===== src/hdl/pvsl_pkg.sv =====
package pvsl_pkg;

  localparam int unsigned VelFracBits  = 16;
  localparam int unsigned TimeFracBits = 24;

  localparam logic [63:0] SnapSq =
    64'((65'd1 << (2 * VelFracBits)) / 65'd100000000);

  localparam logic [30:0] AccelReset = 31'd65536;
  localparam logic [30:0] SpeedReset = 31'd65536;
  localparam logic [23:0] TickReset  = 24'd16777;

  localparam logic [1:0] REG_ACCEL_LIMIT = 2'd0;
  localparam logic [1:0] REG_SPEED_LIMIT = 2'd1;
  localparam logic [1:0] REG_TICK_PERIOD = 2'd2;

  typedef enum logic [4:0] {
    OP_NONE,
    OP_LOAD,
    OP_LIM,
    OP_MD,
    OP_MDSQ,
    OP_SQA,
    OP_SQB,
    OP_CMP,
    OP_ROOT,
    OP_MULA,
    OP_DIV,
    OP_MULB,
    OP_SETB,
    OP_FIN,
    OP_DLOAD,
    OP_HLOAD,
    OP_OUT
  } op_e;

  typedef enum logic [1:0] {
    PH_GOAL,
    PH_DELTA,
    PH_HELD
  } phase_e;

  typedef struct packed {
    op_e    op;
    phase_e phase;
  } cmd_t;

  typedef struct packed {
    logic gt;
    logic snap;
    logic snap_held;
    logic last;
    logic tick_zero;
  } stat_t;

endpackage


===== src/hdl/planar_velocity_slew_limiter.sv =====
// Each accepted word is a goal velocity; the block clamps it to the speed limit, moves the held
// velocity towards it by at most the acceleration limit times the tick period, or sets it to the
// goal when they lie within the snap distance, clamps that to the speed limit and returns both.
// One word is worked on at a time. Each of up to three magnitude clamps runs a bit-serial square
// root and two bit-serial divisions. A new word is taken as soon as the previous result has moved
// to the output register.
module planar_velocity_slew_limiter import pvsl_pkg::*; (
  input  logic         clk_i,
  input  logic         rst_ni,
  input  logic         s_axis_tvalid_i,
  output logic         s_axis_tready_o,
  // goal_x [31:0], goal_y [63:32]
  input  logic [63:0]  s_axis_tdata_i,
  output logic         m_axis_tvalid_o,
  input  logic         m_axis_tready_i,
  // limited_goal_x [31:0], limited_goal_y [63:32], out_vel_x [95:64], out_vel_y [127:96]
  output logic [127:0] m_axis_tdata_o,
  input  logic         cfg_we_i,
  input  logic [1:0]   cfg_idx_i,
  input  logic [30:0]  cfg_data_i
);

  cmd_t  cmd;
  stat_t st;

  pvsl_ctrl u_ctrl (
    .clk_i      (clk_i),
    .rst_ni     (rst_ni),
    .in_valid_i (s_axis_tvalid_i),
    .in_ready_o (s_axis_tready_o),
    .out_ready_i(m_axis_tready_i),
    .out_valid_o(m_axis_tvalid_o),
    .cmd_o      (cmd),
    .st_i       (st)
  );

  pvsl_dpath u_dpath (
    .clk_i     (clk_i),
    .rst_ni    (rst_ni),
    .cmd_i     (cmd),
    .st_o      (st),
    .cfg_we_i  (cfg_we_i),
    .cfg_idx_i (cfg_idx_i),
    .cfg_data_i(cfg_data_i),
    .in_data_i (s_axis_tdata_i),
    .out_data_o(m_axis_tdata_o)
  );

  a_busy_after_accept: assert property (@(posedge clk_i) disable iff (!rst_ni)
    s_axis_tvalid_i && s_axis_tready_o |=> !s_axis_tready_o)
    else $error("input taken again straight after an accepted word");

  a_result_shown: assert property (@(posedge clk_i) disable iff (!rst_ni)
    cmd.op == OP_OUT |=> m_axis_tvalid_o)
    else $error("result register loaded without valid");

endmodule


===== src/hdl/pvsl_ctrl.sv =====
module pvsl_ctrl import pvsl_pkg::*; (
  input  logic  clk_i,
  input  logic  rst_ni,
  input  logic  in_valid_i,
  output logic  in_ready_o,
  input  logic  out_ready_i,
  output logic  out_valid_o,
  output cmd_t  cmd_o,
  input  stat_t st_i
);

  localparam logic [4:0] S_IDLE  = 5'd0;
  localparam logic [4:0] S_LIM   = 5'd1;
  localparam logic [4:0] S_MD    = 5'd2;
  localparam logic [4:0] S_MDSQ  = 5'd3;
  localparam logic [4:0] S_SQA   = 5'd4;
  localparam logic [4:0] S_SQB   = 5'd5;
  localparam logic [4:0] S_CMP   = 5'd6;
  localparam logic [4:0] S_ROOT  = 5'd7;
  localparam logic [4:0] S_MULA  = 5'd8;
  localparam logic [4:0] S_DIVA  = 5'd9;
  localparam logic [4:0] S_MULB  = 5'd10;
  localparam logic [4:0] S_DIVB  = 5'd11;
  localparam logic [4:0] S_SETB  = 5'd12;
  localparam logic [4:0] S_FIN   = 5'd13;
  localparam logic [4:0] S_DLOAD = 5'd14;
  localparam logic [4:0] S_HLOAD = 5'd15;
  localparam logic [4:0] S_DONE  = 5'd16;

  logic [4:0] state_q, state_d;
  phase_e     phase_q, phase_d;
  logic       out_valid_q, out_valid_d;
  logic       out_free;

  assign out_free    = !out_valid_q || out_ready_i;
  assign in_ready_o  = (state_q == S_IDLE);
  assign out_valid_o = out_valid_q;

  always_comb begin
    state_d     = state_q;
    phase_d     = phase_q;
    out_valid_d = out_valid_q && !out_ready_i;
    cmd_o.op    = OP_NONE;
    cmd_o.phase = phase_q;
    case (state_q)
      S_IDLE: begin
        if (in_valid_i) begin
          cmd_o.op = OP_LOAD;
          phase_d  = PH_GOAL;
          state_d  = S_LIM;
        end
      end
      S_LIM: begin
        cmd_o.op = OP_LIM;
        state_d  = S_MD;
      end
      S_MD: begin
        cmd_o.op = OP_MD;
        state_d  = S_MDSQ;
      end
      S_MDSQ: begin
        cmd_o.op = OP_MDSQ;
        state_d  = S_SQA;
      end
      S_SQA: begin
        cmd_o.op = OP_SQA;
        state_d  = S_SQB;
      end
      S_SQB: begin
        cmd_o.op = OP_SQB;
        state_d  = S_CMP;
      end
      S_CMP: begin
        cmd_o.op = OP_CMP;
        if (phase_q == PH_DELTA && st_i.snap) begin
          state_d = S_FIN;
        end else if (st_i.gt) begin
          state_d = S_ROOT;
        end else begin
          state_d = S_FIN;
        end
      end
      S_ROOT: begin
        cmd_o.op = OP_ROOT;
        if (st_i.last) begin
          state_d = S_MULA;
        end
      end
      S_MULA: begin
        cmd_o.op = OP_MULA;
        state_d  = S_DIVA;
      end
      S_DIVA: begin
        cmd_o.op = OP_DIV;
        if (st_i.last) begin
          state_d = S_MULB;
        end
      end
      S_MULB: begin
        cmd_o.op = OP_MULB;
        state_d  = S_DIVB;
      end
      S_DIVB: begin
        cmd_o.op = OP_DIV;
        if (st_i.last) begin
          state_d = S_SETB;
        end
      end
      S_SETB: begin
        cmd_o.op = OP_SETB;
        state_d  = S_FIN;
      end
      S_FIN: begin
        cmd_o.op = OP_FIN;
        case (phase_q)
          PH_GOAL:  state_d = st_i.tick_zero ? S_DONE : S_DLOAD;
          PH_DELTA: state_d = st_i.snap_held ? S_DONE : S_HLOAD;
          default:  state_d = S_DONE;
        endcase
      end
      S_DLOAD: begin
        cmd_o.op = OP_DLOAD;
        phase_d  = PH_DELTA;
        state_d  = S_SQA;
      end
      S_HLOAD: begin
        cmd_o.op = OP_HLOAD;
        phase_d  = PH_HELD;
        state_d  = S_SQA;
      end
      S_DONE: begin
        if (out_free) begin
          cmd_o.op    = OP_OUT;
          out_valid_d = 1'b1;
          state_d     = S_IDLE;
        end
      end
      default: state_d = S_IDLE;
    endcase
  end

  always_ff @(posedge clk_i or negedge rst_ni) begin
    if (!rst_ni) begin
      state_q     <= S_IDLE;
      phase_q     <= PH_GOAL;
      out_valid_q <= 1'b0;
    end else begin
      state_q     <= state_d;
      phase_q     <= phase_d;
      out_valid_q <= out_valid_d;
    end
  end

endmodule


===== src/hdl/pvsl_dpath.sv =====
module pvsl_dpath import pvsl_pkg::*; (
  input  logic         clk_i,
  input  logic         rst_ni,
  input  cmd_t         cmd_i,
  output stat_t        st_o,
  input  logic         cfg_we_i,
  input  logic [1:0]   cfg_idx_i,
  input  logic [30:0]  cfg_data_i,
  input  logic [63:0]  in_data_i,
  output logic [127:0] out_data_o
);

  logic        [30:0]  accel_q, speed_q;
  logic        [23:0]  tick_q;
  logic signed [31:0]  gx_q, gy_q, hx_q, hy_q;
  logic signed [32:0]  va_q, vb_q;
  logic        [63:0]  lim_sq_q, mdsq_q, prod_q, acc_q, rad_q;
  logic        [30:0]  md_q;
  logic                gt_q, snap_q;
  logic        [33:0]  rem_q;
  logic        [31:0]  root_q, drem_q, dq_q;
  logic        [4:0]   cnt_q;
  logic        [127:0] out_q;

  logic        [32:0]  abs_a, abs_b;
  logic        [31:0]  mag_a, mag_b, mul_a, mul_b;
  logic        [63:0]  mul_p;
  logic        [30:0]  num;
  logic        [64:0]  sum65;
  logic        [63:0]  sum, thr;
  logic        [35:0]  rem_sh, trial;
  logic                root_ge;
  logic        [32:0]  dsh, dsub;
  logic                div_ge;
  logic signed [32:0]  qpos, qs_a, qs_b;

  assign abs_a = va_q[32] ? 33'(-va_q) : 33'(va_q);
  assign abs_b = vb_q[32] ? 33'(-vb_q) : 33'(vb_q);
  assign mag_a = abs_a[31:0];
  assign mag_b = abs_b[31:0];
  assign num   = (cmd_i.phase == PH_DELTA) ? md_q : speed_q;
  assign thr   = (cmd_i.phase == PH_DELTA) ? mdsq_q : lim_sq_q;

  always_comb begin
    case (cmd_i.op)
      OP_LIM: begin
        mul_a = {1'b0, speed_q};
        mul_b = {1'b0, speed_q};
      end
      OP_MD: begin
        mul_a = {1'b0, accel_q};
        mul_b = {8'd0, tick_q};
      end
      OP_MDSQ: begin
        mul_a = {1'b0, md_q};
        mul_b = {1'b0, md_q};
      end
      OP_SQA: begin
        mul_a = mag_a;
        mul_b = mag_a;
      end
      OP_SQB: begin
        mul_a = mag_b;
        mul_b = mag_b;
      end
      OP_MULA: begin
        mul_a = mag_a;
        mul_b = {1'b0, num};
      end
      OP_MULB: begin
        mul_a = mag_b;
        mul_b = {1'b0, num};
      end
      default: begin
        mul_a = '0;
        mul_b = '0;
      end
    endcase
  end

  assign mul_p = mul_a * mul_b;

  assign sum65 = {1'b0, acc_q} + {1'b0, prod_q};
  assign sum   = sum65[64] ? {64{1'b1}} : sum65[63:0];

  assign rem_sh  = {rem_q, rad_q[63:62]};
  assign trial   = {2'b00, root_q, 2'b01};
  assign root_ge = (rem_sh >= trial);

  assign dsh    = {drem_q, dq_q[31]};
  assign dsub   = dsh - {1'b0, root_q};
  assign div_ge = (dsh >= {1'b0, root_q});

  assign qpos = signed'({1'b0, dq_q});
  assign qs_a = va_q[32] ? -qpos : qpos;
  assign qs_b = vb_q[32] ? -qpos : qpos;

  assign st_o.gt        = (sum > thr);
  assign st_o.snap      = (sum <= SnapSq);
  assign st_o.snap_held = snap_q;
  assign st_o.last      = (cnt_q == 5'd31);
  assign st_o.tick_zero = (tick_q == 24'd0);

  assign out_data_o = out_q;

  always_ff @(posedge clk_i or negedge rst_ni) begin
    if (!rst_ni) begin
      accel_q <= AccelReset;
      speed_q <= SpeedReset;
      tick_q  <= TickReset;
      hx_q    <= '0;
      hy_q    <= '0;
      gt_q    <= 1'b0;
      snap_q  <= 1'b0;
      cnt_q   <= '0;
    end else begin
      if (cfg_we_i) begin
        case (cfg_idx_i)
          REG_ACCEL_LIMIT: accel_q <= cfg_data_i;
          REG_SPEED_LIMIT: speed_q <= cfg_data_i;
          REG_TICK_PERIOD: tick_q  <= cfg_data_i[23:0];
          default: ;
        endcase
      end
      case (cmd_i.op)
        OP_CMP: begin
          gt_q   <= st_o.gt;
          snap_q <= st_o.snap;
          cnt_q  <= '0;
        end
        OP_ROOT, OP_DIV: cnt_q <= cnt_q + 5'd1;
        OP_MULA, OP_MULB: cnt_q <= '0;
        OP_FIN: begin
          case (cmd_i.phase)
            PH_DELTA: begin
              if (snap_q || !gt_q) begin
                hx_q <= gx_q;
                hy_q <= gy_q;
              end else begin
                hx_q <= 32'(hx_q + signed'(va_q[31:0]));
                hy_q <= 32'(hy_q + signed'(vb_q[31:0]));
              end
            end
            PH_HELD: begin
              if (gt_q) begin
                hx_q <= va_q[31:0];
                hy_q <= vb_q[31:0];
              end
            end
            default: ;
          endcase
        end
        default: ;
      endcase
    end
  end

  always_ff @(posedge clk_i) begin
    case (cmd_i.op)
      OP_LOAD: begin
        va_q <= 33'(signed'(in_data_i[31:0]));
        vb_q <= 33'(signed'(in_data_i[63:32]));
      end
      OP_LIM:  lim_sq_q <= mul_p;
      OP_MD:   md_q <= mul_p[TimeFracBits +: 31];
      OP_MDSQ: mdsq_q <= mul_p;
      OP_SQA:  prod_q <= mul_p;
      OP_SQB: begin
        acc_q  <= prod_q;
        prod_q <= mul_p;
      end
      OP_CMP: begin
        acc_q  <= sum;
        rad_q  <= sum;
        rem_q  <= '0;
        root_q <= '0;
      end
      OP_ROOT: begin
        rad_q  <= {rad_q[61:0], 2'b00};
        rem_q  <= root_ge ? 34'(rem_sh - trial) : rem_sh[33:0];
        root_q <= {root_q[30:0], root_ge};
      end
      OP_MULA: begin
        drem_q <= mul_p[63:32];
        dq_q   <= mul_p[31:0];
      end
      OP_DIV: begin
        drem_q <= div_ge ? dsub[31:0] : dsh[31:0];
        dq_q   <= {dq_q[30:0], div_ge};
      end
      OP_MULB: begin
        va_q   <= qs_a;
        drem_q <= mul_p[63:32];
        dq_q   <= mul_p[31:0];
      end
      OP_SETB: vb_q <= qs_b;
      OP_FIN: begin
        if (cmd_i.phase == PH_GOAL) begin
          gx_q <= va_q[31:0];
          gy_q <= vb_q[31:0];
        end
      end
      OP_DLOAD: begin
        va_q <= 33'(gx_q) - 33'(hx_q);
        vb_q <= 33'(gy_q) - 33'(hy_q);
      end
      OP_HLOAD: begin
        va_q <= 33'(hx_q);
        vb_q <= 33'(hy_q);
      end
      OP_OUT: out_q <= {hy_q, hx_q, gy_q, gx_q};
      default: ;
    endcase
  end

endmodule


===== config.mk =====
export PLATFORM = sky130hd
export DESIGN_NAME = planar_velocity_slew_limiter
export DESIGN_NICKNAME = d
export VERILOG_FILES = /design/src/hdl/pvsl_pkg.sv /design/src/hdl/planar_velocity_slew_limiter.sv /design/src/hdl/pvsl_ctrl.sv /design/src/hdl/pvsl_dpath.sv
export SDC_FILE = /design/constraint.sdc
export NUM_CORES = 2
export LEC_CHECK = 0
export BUFFER_PORTS_ARGS = -buffer_cell sky130_fd_sc_hd__buf_2
export CAP_MARGIN = 20
export CELL_PAD_IN_SITES_DETAIL_PLACEMENT = 1
export CELL_PAD_IN_SITES_GLOBAL_PLACEMENT = 1
export CORE_MARGIN = 2
export CORE_UTILIZATION = 45
export DETAILED_ROUTE_END_ITERATION = 6
export PLACE_DENSITY = 0.87
export SLEW_MARGIN = 40
export SYNTH_ARGS = -nofsm -noshare
export SYNTH_HDL_FRONTEND = slang
export SYNTH_HIERARCHICAL = 1
export SYNTH_SLANG_ARGS = --single-unit

===== constraint.sdc =====
create_clock -name clk_i -period 13.2 [get_ports clk_i]
set_input_delay 1.32 -clock clk_i [delete_from_list [all_inputs] [get_ports clk_i]]
set_output_delay 1.32 -clock clk_i [all_outputs]
set_load 0.005 [all_outputs]

==> flow_summary_export.csv <==
group,metric,value,unit
outcome,outcome,"complete, no violations",
yosys,synth_cells,9085,
routing,vias,74760,
critical_path,rrSetupSlack,0.34,ns
critical_path,cp-start-kind,"flip-flop",
timing,timing.final.ws_setup,0.344,ns
grt,grt_pass1_vias,79658,
hold_path,holdPathEnd,"u_dpath/cnt_q[3]",
routing,wl,362000,um
placement,dp_slack,0.630,ns
hold_path,min_path_cells,1,
critical_path,cpPeakStageDelay,0.83,ns
floorplan,rows,161,
grt,antenna_found_initial,26,
routing,final_antenna_net_count,0,
yosys,avgSynthCellArea,9.56,um2
placement,routabilityCongestion,1.04,
grt,grt_use_met1,44.1,%
timing,hold_violations,0,
critical_path,crit_type,"flip-flop to flip-flop",
cts,postCtsSetupBuffers,0,
yosys,syn-cell-area,86900,um2
cts,cts_buffers,93,
yosys,synth_area_leaders,"edfxtp_1, fa_1, ha_1",
floorplan,dieArea,197000,um2
yosys,synth.distinct_cells,93,
timing,finalSetupViolCount,0,
cts,clkLatencyLatePin,0.75,ns
finish,nNetsFinal,10763,
grt,use_met3,8.10,%
yosys,syn_nets,10677,
grt,busiest_layer,"met2",
floorplan,core-area,192000,um2
timing,rsz0062_at_grt,"false",
critical_path,r2r_start,"u_dpath/va_q[4]",
critical_path,reg2reg_depth,33,
timing,worst-slew-pin-transition,1.03,ns
yosys,ys_ff_latch,904,
routing,drc,0,
finish,areaGrowthSynthToFinish,9.47,%
routing,drt-pass1-iter-count,7,
critical_path,r2r-end,"u_dpath/drem_q[15]",
cts,ctsHoldBuffers,0,
timing,period_minus_slack,12.86,ns
placement,numPortBuffers,231,
cts,clkTransAtPathRegs,0.07,ns
grt,grt_max_degree,116,
critical_path,cp_common_cell,"fa_1",
yosys,synth-edff-count,739,
finish,final_util,49.5,%
hold_path,min_path_type,"flip-flop to flip-flop",
critical_path,critPathMaxFanout,17,
timing,clock_skew,0.0576,ns
timing,holdWs,0.487,ns
cts,root_buffer,"clkbuf_16",
yosys,ys_seq_area_share,30.3,%
cts,cts_tree,"done",
critical_path,path_delay_family,"adder cells",
grt,grtUsageMet2,57.4,%
grt,grt-ovfl-total,0,
yosys,yosysTopAreaCell,"edfxtp_1",
placement,dp_hpwl,279000,um
routing,wl_per_cell,30.7,um
grt,grt.total_usage,36.2,%
finish,final_common_cell,"inv_1",
timing,fin_tns_setup,0,ns
timing,relSlewSlack,31.1,%
finish,drive_above_1_share,9.39,%
critical_path,slowest_stage,"o221a_2",
critical_path,cp.arrival,13.36,ns
yosys,synth_top_area_share,25.5,%
timing,max_freq,77.8,MHz
cts,cts.sinks,904,
floorplan,start_util,45.2,%
finish,layout_common_cells,"inv_1, nand2_1, nor2_1",
cts,ctsResizeCount,0,
critical_path,cp.required,13.70,ns
grt,grt_pass1_wl,530000,um
critical_path,end_kind,"flip-flop",
routing,viasPerCell,6.34,
floorplan,fp.dieW,443,um
floorplan,die_y,443,um
flow_run,maxCapViolations,0,
cts,cts_buffer_depth,3,
yosys,synth_flop_cell,"edfxtp_1",
floorplan,io-pin-count,232,
cts,htree_levels,3,
timing,slew_viol_final,0,
routing,drt_iter0_markers,8838,
yosys,yosys_warnings,6,
hold_path,hp-start,"u_dpath/cnt_q[3]",
timing,timing.final.crit_share,97.4,%
yosys,async_reset_ff_share,18.3,%
critical_path,critical_path_buf_inv_count,4,
[worst max path at each step]
stage | start | end | slack [ns] | cells past startpoint
finish | u_dpath/va_q[4] | u_dpath/drem_q[15] | 0.34 | 33
global route | u_dpath/va_q[4] | u_dpath/drem_q[15] | 0.15 | 33
CTS | u_dpath/va_q[6] | u_dpath/md_q[20] | 0.73 | 33
detailed placement | m_axis_tready_i | u_dpath/drem_q[15] | 0.63 | 37
global placement | m_axis_tready_i | u_dpath/mdsq_q[44] | 0.80 | 36
floorplan | s_axis_tvalid_i | u_dpath/drem_q[24] | 0.07 | 38
[synth_stat cells, drive strengths merged (15+ instances only)]
cell     count
inv       1249
nand2     1028
nor2       960
fa         902
edfxtp     739
ha         588
a21oi      446
clkbuf     405
o21ai      380
xnor2      227
a21o       182
dfrtp      158
xor2       156
mux2       116
mux2i      106
nor3        93
o211ai      85
nand4       81
nand3       79
nor2b       74
a211oi      69
nand2b      67
and2        66
a222oi      56
a31oi       56
o21bai      55
o21a        54
buf         48
o31ai       47
or3         46
and3        39
nor4        31
o221ai      28
a22o        27
a22oi       26
a221oi      25
or4         25
a2111oi     17
o22ai       17
a211o       16
a21boi      16
o41ai       16
or2         16
a2111o      15
[metrics by stage]
| step | cell area [um2] | instances |
|---|---|---|
| detailed placement | 91700 | 11600 |
| global route | 95100 | 11788 |
| floorplan | 86900 | 9085 |
| CTS | 94900 | 11770 |
| finish | 95100 | 11797 |
| global placement | 91400 | 11593 |
[logic make-up after synthesis]
kind of cell | share of synthesized area (%)
XOR/XNOR | 3.86
AO/OA/AOI/OAI | 13.2
buffers and inverters | 7.39
flip-flops | 30.3
adder cells (fa/ha/maj) | 29.3
AND/OR/NAND/NOR | 13.3
multiplexers | 2.73
[registers in the layout (all words and copies together), names as in the netlist, 24 cells and up]
register,count
u_dpath/acc_q,64
u_dpath/accel_q,31
u_dpath/dq_q,32
u_dpath/drem_q,32
u_dpath/gx_q,32
u_dpath/gy_q,32
u_dpath/hx_q,32
u_dpath/hy_q,32
u_dpath/lim_sq_q,64
u_dpath/md_q,31
u_dpath/mdsq_q,64
u_dpath/out_data_o,128
u_dpath/prod_q,64
u_dpath/rad_q,64
u_dpath/rem_q,34
u_dpath/root_q,32
u_dpath/speed_q,31
u_dpath/tick_q,24
u_dpath/va_q,33
u_dpath/vb_q,33
[per-layer routing]
layer,up-vias,share of wire (%)
li1,30799,-
met1,38239,36
met2,4436,45
met3,1274,10
met4,12,8.2
met5,-,0.023
[final cells by class]
type	count	area [um2]
clock inverters	59	734
well taps	2526	3160
multi-input cells	6479	54800
diodes	25	62.6
flip-flops and latches	904	26300
clock buffers	111	2450
repair buffers	444	2870
inverters	1249	4690
fillers	21699	97100
[worst register-to-register path: cells and delay by family (launching register included)]
family / cells / cell delay [ns]
simple gates: 8 / 2.82
flops: 1 / 0.53
buf+inv: 4 / 0.25
compound gates: 11 / 3.69
fa+ha+maj: 9 / 4.59
xor+xnor: 1 / 0.74
Power is not shown: default switching activity piles up to over one toggle a cycle in this logic, so the estimate is an artifact.
